===== src/tlq_pkg.sv =====
// Package for the four-level trap queue: item types, command and status codes.
// Used by tlq_ctrl, tlq_store and four_level_trap_queue_core; depends on nothing.
package tlq_pkg;

    localparam int NUM_MODES = 4;
    localparam int MODE_W    = 2;
    localparam int QUOTA_W   = 5;
    localparam int STATUS_W  = 3;

    localparam logic [QUOTA_W-1:0] QUOTA_RESET = 5'd16;

    localparam logic [1:0] CMD_DECLARE = 2'd0;
    localparam logic [1:0] CMD_SET_EN  = 2'd1;
    localparam logic [1:0] CMD_DELIVER = 2'd2;
    localparam logic [1:0] CMD_FLUSH   = 2'd3;

    localparam logic [MODE_W-1:0] MODE_KERNEL = 2'd0;

    localparam logic [STATUS_W-1:0] ST_NORMAL    = 3'd0;
    localparam logic [STATUS_W-1:0] ST_BAD_PARAM = 3'd1;
    localparam logic [STATUS_W-1:0] ST_NO_PRIV   = 3'd2;
    localparam logic [STATUS_W-1:0] ST_QUOTA     = 3'd3;
    localparam logic [STATUS_W-1:0] ST_WAS_SET   = 3'd4;
    localparam logic [STATUS_W-1:0] ST_WAS_CLEAR = 3'd5;
    localparam logic [STATUS_W-1:0] ST_NONE      = 3'd6;

    typedef struct packed {
        logic [1:0]  command;
        logic [1:0]  caller_mode;
        logic [1:0]  privilege_bits;
        logic [2:0]  target_mode;
        logic [63:0] handler_address;
        logic [63:0] handler_param;
        logic        enable_request;
        logic [1:0]  flush_from_mode;
    } t_in_item;

    typedef struct packed {
        logic [2:0]  status;
        logic [63:0] out_handler_address;
        logic [63:0] out_handler_param;
        logic [1:0]  delivered_mode;
        logic        previous_enable;
    } t_out_item;

    typedef struct packed {
        logic [63:0] handler_address;
        logic [63:0] handler_param;
    } t_entry;

    typedef struct packed {
        logic wr;
        logic rd;
    } t_mem_cmd;

    typedef struct packed {
        logic [STATUS_W-1:0] status;
        logic [MODE_W-1:0]   mode;
        logic                prev_en;
        logic                hit;
    } t_res_meta;

endpackage


===== src/tlq_ctrl.sv =====
// Queue control: per-mode pointers, counts, enables and the quota register.
// Decides each command's result and drives the entry memory; depends on tlq_pkg.
module tlq_ctrl #(
    parameter int QUEUE_DEPTH = 16,
    parameter int PTR_W       = 4,
    parameter int ADDR_W      = 6
) (
    input  logic                           i_clk,
    input  logic                           i_rst_n,
    input  logic                           i_take,
    input  tlq_pkg::t_in_item              i_item,
    input  logic                           i_cfg_we,
    input  logic [tlq_pkg::QUOTA_W-1:0]    i_cfg_wdata,
    output tlq_pkg::t_res_meta             o_meta,
    output tlq_pkg::t_mem_cmd              o_mem_cmd,
    output logic [ADDR_W-1:0]              o_mem_addr
);

    localparam int CNT_W = $clog2(QUEUE_DEPTH + 1);
    localparam int CMP_W = (CNT_W > tlq_pkg::QUOTA_W) ? CNT_W : tlq_pkg::QUOTA_W;
    localparam logic [PTR_W-1:0] LAST_SLOT = PTR_W'(QUEUE_DEPTH - 1);
    localparam logic [CMP_W-1:0] DEPTH_CMP = CMP_W'(QUEUE_DEPTH);

    logic [PTR_W-1:0]            r_head  [tlq_pkg::NUM_MODES];
    logic [PTR_W-1:0]            r_tail  [tlq_pkg::NUM_MODES];
    logic [CNT_W-1:0]            r_count [tlq_pkg::NUM_MODES];
    logic [tlq_pkg::NUM_MODES-1:0] r_en;
    logic [tlq_pkg::QUOTA_W-1:0] r_quota;

    logic [tlq_pkg::MODE_W-1:0]  w_cur;
    logic [tlq_pkg::MODE_W-1:0]  w_tgt;
    logic [CMP_W-1:0]            w_quota_ext;
    logic [CMP_W-1:0]            w_limit;
    logic                        w_bad;
    logic                        w_no_priv;
    logic                        w_full;
    logic                        w_hit;
    logic [tlq_pkg::MODE_W-1:0]  w_sel;
    logic [tlq_pkg::MODE_W-1:0]  w_mi;
    logic                        w_decl_ok;
    logic [PTR_W-1:0]            w_tail_next;
    logic [PTR_W-1:0]            w_head_next;

    assign w_cur = i_item.caller_mode;
    assign w_tgt = i_item.target_mode[1:0];
    assign w_quota_ext = CMP_W'(r_quota);
    assign w_limit = (w_quota_ext < DEPTH_CMP) ? w_quota_ext : DEPTH_CMP;

    assign w_bad = i_item.target_mode[2] | (i_item.handler_address == 64'd0);
    assign w_no_priv = (w_tgt < w_cur) &&
        (((w_tgt == tlq_pkg::MODE_KERNEL) && !i_item.privilege_bits[0]) ||
         ((w_tgt != tlq_pkg::MODE_KERNEL) && (i_item.privilege_bits == 2'b00)));
    assign w_full = CMP_W'(r_count[w_tgt]) >= w_limit;
    assign w_decl_ok = !w_bad && !w_no_priv && !w_full;

    always_comb begin
        w_hit = 1'b0;
        w_sel = w_cur;
        w_mi  = '0;
        for (int m = tlq_pkg::NUM_MODES - 1; m >= 0; m--) begin
            w_mi = tlq_pkg::MODE_W'(m);
            if ((w_mi >= w_cur) && r_en[w_mi] && (r_count[w_mi] != '0)) begin
                w_hit = 1'b1;
                w_sel = w_mi;
            end
        end
    end

    assign w_tail_next = (r_tail[w_tgt] == LAST_SLOT) ? '0 : r_tail[w_tgt] + 1'b1;
    assign w_head_next = (r_head[w_sel] == LAST_SLOT) ? '0 : r_head[w_sel] + 1'b1;

    always_comb begin
        o_meta = '0;
        unique case (i_item.command)
            tlq_pkg::CMD_DECLARE: begin
                if (w_bad) begin
                    o_meta.status = tlq_pkg::ST_BAD_PARAM;
                end else if (w_no_priv) begin
                    o_meta.status = tlq_pkg::ST_NO_PRIV;
                end else if (w_full) begin
                    o_meta.status = tlq_pkg::ST_QUOTA;
                end else begin
                    o_meta.status = tlq_pkg::ST_NORMAL;
                end
            end
            tlq_pkg::CMD_SET_EN: begin
                o_meta.status  = r_en[w_cur] ? tlq_pkg::ST_WAS_SET : tlq_pkg::ST_WAS_CLEAR;
                o_meta.prev_en = r_en[w_cur];
            end
            tlq_pkg::CMD_DELIVER: begin
                o_meta.status = w_hit ? tlq_pkg::ST_NORMAL : tlq_pkg::ST_NONE;
                o_meta.hit    = w_hit;
                o_meta.mode   = w_hit ? w_sel : '0;
            end
            tlq_pkg::CMD_FLUSH: begin
                o_meta.status = tlq_pkg::ST_NORMAL;
            end
            default: begin
                o_meta.status = tlq_pkg::ST_NORMAL;
            end
        endcase
    end

    assign o_mem_cmd = {
        i_take && (i_item.command == tlq_pkg::CMD_DECLARE) && w_decl_ok,
        i_take && (i_item.command == tlq_pkg::CMD_DELIVER) && w_hit
    };
    assign o_mem_addr = (i_item.command == tlq_pkg::CMD_DECLARE) ?
        {w_tgt, r_tail[w_tgt]} : {w_sel, r_head[w_sel]};

    always_ff @(posedge i_clk) begin
        if (!i_rst_n) begin
            for (int m = 0; m < tlq_pkg::NUM_MODES; m++) begin
                r_head[m]  <= '0;
                r_tail[m]  <= '0;
                r_count[m] <= '0;
            end
            r_en    <= '1;
            r_quota <= tlq_pkg::QUOTA_RESET;
        end else begin
            if (i_cfg_we) begin
                r_quota <= i_cfg_wdata;
            end
            if (i_take) begin
                case (i_item.command)
                    tlq_pkg::CMD_DECLARE: begin
                        if (w_decl_ok) begin
                            r_tail[w_tgt]  <= w_tail_next;
                            r_count[w_tgt] <= r_count[w_tgt] + 1'b1;
                        end
                    end
                    tlq_pkg::CMD_SET_EN: begin
                        r_en[w_cur] <= i_item.enable_request;
                    end
                    tlq_pkg::CMD_DELIVER: begin
                        if (w_hit) begin
                            r_head[w_sel]  <= w_head_next;
                            r_count[w_sel] <= r_count[w_sel] - 1'b1;
                        end
                    end
                    default: begin
                        for (int m = 0; m < tlq_pkg::NUM_MODES; m++) begin
                            if (tlq_pkg::MODE_W'(m) >= i_item.flush_from_mode) begin
                                r_head[m]  <= '0;
                                r_tail[m]  <= '0;
                                r_count[m] <= '0;
                            end
                        end
                    end
                endcase
            end
        end
    end

endmodule


===== config.mk =====
export PLATFORM = sky130hd
export DESIGN_NAME = tlq_ctrl
export DESIGN_NICKNAME = d
export VERILOG_FILES = /design/src/tlq_pkg.sv /design/src/tlq_ctrl.sv
export SDC_FILE = /design/constraint.sdc
export NUM_CORES = 1
export LEC_CHECK = 0
export ABC_AREA = 1
export BUFFER_PORTS_ARGS = -buffer_cell sky130_fd_sc_hd__buf_4
export CAP_MARGIN = 20
export CORE_AREA = 5 5 112 114
export DETAILED_ROUTE_END_ITERATION = 7
export DIE_AREA = 0 0 117 119
export MAX_ROUTING_LAYER = met4
export PLACE_DENSITY = 0.61
export REMOVE_ABC_BUFFERS = 1
export SLEW_MARGIN = 30
export SYNTH_ARGS = -nofsm -noshare
export SYNTH_HDL_FRONTEND = slang
export SYNTH_SLANG_ARGS = --single-unit

===== constraint.sdc =====
create_clock -name i_clk -period 3.96 [get_ports i_clk]
set_input_delay 0.396 -clock i_clk [delete_from_list [all_inputs] [get_ports i_clk]]
set_output_delay 0.396 -clock i_clk [all_outputs]
set_load 0.05 [all_outputs]

Yosys cells after proc, flatten, opt, wreduce, memory -nomap -nowiden. Memories as Yosys holds them, arrays and structs flattened. Cells that the tools add are included. Widths: inputs -> output; s select.

Bits of input ports: 149. Word-level logic and storage cells: 160. Memories kept: 3. Output and inout port bits: 15. Bits in writable memories: 52. Register bits: 9.

Equality and inequality tests: 5. Bitwise logic cells: 13. $lt $le $gt $ge: 13. Reductions and logical operators: 38. Mux-type cells: 82. Add/sub/neg operators: 4.

Memories: r_count (depth 4, width 5, rd ports 6, clocked after Yosys merged registers in 0, wr ports 4, line tlq_ctrl.sv:26) `logic [CNT_W-1:0] r_count [tlq_pkg::NUM_MODES];`; r_head (depth 4, width 4, rd ports 1, clocked after Yosys merged registers in 0, wr ports 4, line tlq_ctrl.sv:24) `logic [PTR_W-1:0] r_head [tlq_pkg::NUM_MODES];`; r_tail (depth 4, width 4, rd ports 1, clocked after Yosys merged registers in 0, wr ports 4, line tlq_ctrl.sv:25) `logic [PTR_W-1:0] r_tail [tlq_pkg::NUM_MODES];`.

Operator list (count): $logic_not 64->1 (1); $mux 4 (12); $mux 1 (44); $mux 5 (7); $mux 2 (13); $reduce_bool 5->1 (4); $logic_and 1x1->1 (18); $or 1x1->1 (13); $pmux 3 s4 (1); $reduce_or 5->1 (2); $add 4x1->4 const B (2); $eq 4x4->1 const B (2); $ge 1x2->1 const A (4); $ge 2x2->1 const A (4); $reduce_or 4->1 (2); $logic_not 2->1 (3); $mux 6 (1); $add 5x1->5 const B (1); $ge 5x5->1 (1); $lt 5x5->1 const B (1); $sub 5x1->5 const B (1); $bwmux 4 (1); $eq 2x2->1 const B (2); $logic_not 1->1 (4); 11 further kinds (11).

Depth between registers and ports, before layout.
Depth in word-level cells: 15. Mapped depth: 19. Mapped depth without buffers: 19.

Least setup slack after synthesis. Ideal clock, no wire load.

Kind: input port to output port. Start point: input port i_item[131] in the netlist's numbering. End point: output port o_mem_cmd[1] in the netlist's numbering. Data required time: 3.564 ns. Stages: 9. Data arrival time: 3.391 ns. Setup slack: 0.173 ns. Buffers on the path: 1. Cell sequence: clkbuf_1 > nor2_2 > a22oi_1 > o211ai_1 > ha_1 > a21oi_1 > o221a_2 > nand3_1 > nor4_1.

RTL lines: from (decl) (line tlq_ctrl.sv:11) `input tlq_pkg::t_in_item i_item,`; to (decl) (line tlq_ctrl.sv:15) `output tlq_pkg::t_mem_cmd o_mem_cmd,`.

==> impl_metrics.tcl <==
set metrics [dict create \
    overflow 0 \
    cp_slowest_cell "nor4_1" \
    synth.ff_latch_count 61 \
    die_area_mm2 0.0139 \
    syn2layout_area_growth_pct 30.7 \
    place_area_mm2 0.00480 \
    peakVddDrop_v 0.000278 \
    async_flop_share 0 \
    timing.critical_path.to_type "output port" \
    maxClockFrequency_mhz 296 \
    ys_types 43 \
    postCtsSetupBuffers 0 \
    crit_arrival_ns 2.98 \
    yosysMostFrequentCell "nand2_1" \
    relSlewSlack 0.531 \
    dp_hpwl_um 9650 \
    grt_pass1_vias 3857 \
    hold_viol 0 \
    cts_hold_buf 0 \
    cp_max_fo 4 \
    drt-total-wl_um 12000 \
    cp.required_ns 3.56 \
    syn_area_mm2 0.00391 \
    clkLatencyLatePin_ns 0.33 \
    drive_gt1_frac 0.243 \
    synth_top_flop_cell "edfxtp_1" \
    crit_family "compound AO/OA/AOI/OAI gates" \
    cts_tree "built" \
    worstSetupPathType "reg -> out" \
    slew_violations 0 \
    fin_tns_setup_ns 0 \
    ys_seq_area_frac 0.446 \
    status "finished, final reports clean" \
    power.total_mw 2.05 \
    final_nets 766 \
    synth.avg_cell_area_um2 7.80 \
    post_cts_resized 0 \
    core_mm2 0.0113 \
    path_cells "a22oi_1 > o211ai_1 > ha_1 > a21oi_1 > o221a_2 > nand3_1 > nor4_1 > buf_4" \
    drv_cap 0 \
    drt_first_iter_violations 301 \
    start_util 0.345 \
    cellLeakagePower_nw 2.36 \
    cts-root-buf "clkbuf_16" \
    whs_ns 0.285 \
    path_clk_slew_ns 0.05 \
    antennaDiodeCount 0 \
    die_w_um 117 \
    final_util 0.451 \
    grt_pass1_wl_um 18900 \
    synth_area_leaders "edfxtp_1 40%, nand2_1 12%, nor2_1 9.0%" \
    clock_path_buffers 2 \
    rsz0062_at_grt "false" \
    clkSinkCount 61 \
    period_needed_ns 3.38 \
    finalCritPeriodShare 0.853 \
    portBuffers 99 \
    instances_no_fill 753 \
    ant_nets 0 \
    tightest_slew_ns 0.696 \
    synth_area_leader_cell "edfxtp_1" \
    drt_first_pass_iters 5 \
    pre_cts_slack_ns 0.506 \
    die_h_um 119 \
    drc 0 \
    io_pins 164 \
    holdCritPathClass "in -> reg" \
    synth_warnings 0 \
    antenna_found_initial 0 \
    vias 3943 \
    rows 39 \
    design_area_mm2 0.00511 \
    grt_max_degree 19 \
    setup_violations 0 \
    cp_num_buf_inv 1 \
    routabilityCongestion 0.913 \
    finClkSkew_ns 0.00610 \
    synth_top_area_share 0.399 \
    track_usage 0.180 \
    synth_commonest_cells "121 x nand2_1, 94 x nor2_1, 52 x edfxtp_1, 40 x inv_1, 31 x nand3_1" \
    wl_per_cell_um 15.9 \
    cp-start-kind "flip-flop" \
    p_per_area_mw_per_mm2 401 \
    synth_edf_count 52 \
    worst_slack_ns 0.583 \
    htree_levels 3 \
    synthCells 501 \
    dp.cells 739 \
    cts_buffers 9 \
    post_drt_via_cell_ratio 5.24 \
    slowest_delay_ns 0.55 \
]
## path summary, 6_finish.rpt
| path | slack (ns) | depth (start not counted) | to | startpoint |
|---|---|---|---|---|
| worst max register to register | 0.71 | 16 | r_count[1][2] | r_count[0][0] |
| worst min-delay path | 0.29 | 3 | r_quota[4] | i_cfg_wdata[4] |
| worst min register to register | 0.46 | 2 | r_quota[0] | r_quota[0] |
| worst max-delay path | 0.58 | 8 | o_mem_cmd[1] | r_count[0][2] |
## cell usage in the layout (no fill, tap or decap), drive strengths merged, types with 9 or more instances in the layout
master | synthesis | layout
inv | 48 | 48
buf | 4 | 102
nand4 | 17 | 17
nor2 | 103 | 103
edfxtp | 52 | 52
ha | 10 | 10
a21oi | 10 | 10
nand2 | 130 | 130
nand3 | 32 | 32
o21ai | 27 | 27
a22oi | 11 | 11
clkbuf | 3 | 9
dfxtp | 9 | 9
nor4 | 17 | 17
## sequential cells by signal, indices dropped and copies added, names as in the netlist
register	flops
r_quota	5
r_head	16
r_tail	16
r_count	20
r_en	4
## worst reg2reg max path, stage by stage, from the launching register on
cell,delay (ns)
edfxtp_1,0.41
nor2_1,0.18
nand3b_1,0.14
nand2_4,0.15
nand2_2,0.06
inv_2,0.08
nand2_2,0.20
inv_2,0.26
nor2_2,0.07
buf_4,0.16
nand2_1,0.05
nand2_1,0.06
nor2_2,0.19
ha_1,0.22
xor2_1,0.08
o21ai_0,0.56
nor2_1,0.12
## area by class of cell
type / instances / area [um^2]
clock buffer: 9 / 225
fill: 1148 / 6210
multi-input combinational: 384 / 1930
sequential: 61 / 1740
clock inverter: 5 / 77.6
tap: 143 / 179
timing repair buffer: 102 / 766
inverter: 49 / 184
## cell families (layout without fill, tap and decap cells)
logic type      Yosys count  after routing  share of synthesized area
simple gates            309            309                      0.355
flops                    61             61                      0.446
compound gates           60             60                     0.0970
buf+inv                  56            165                     0.0595
fa+ha+maj                10             10                     0.0320
xor+xnor                  5              5                     0.0112
## power breakdown
group | switching (mW) | total, mW | internal, mW
logic | 0.319 | 0.486 | 0.167
registers | 0.0190 | 0.755 | 0.736
clock network | 0.269 | 0.809 | 0.540
total | 0.607 | 2.05 | 1.44
## routing by layer
metal  share of wire  vias to the layer above  global-route usage
met5               0                        -                   -
met4           0.022                        0              0.0581
met3           0.076                       22              0.0345
met2            0.47                      157               0.276
met1            0.43                     1838               0.238
li1                -                     1926                   -
Note: power is estimated with default switching activity, not from simulation.
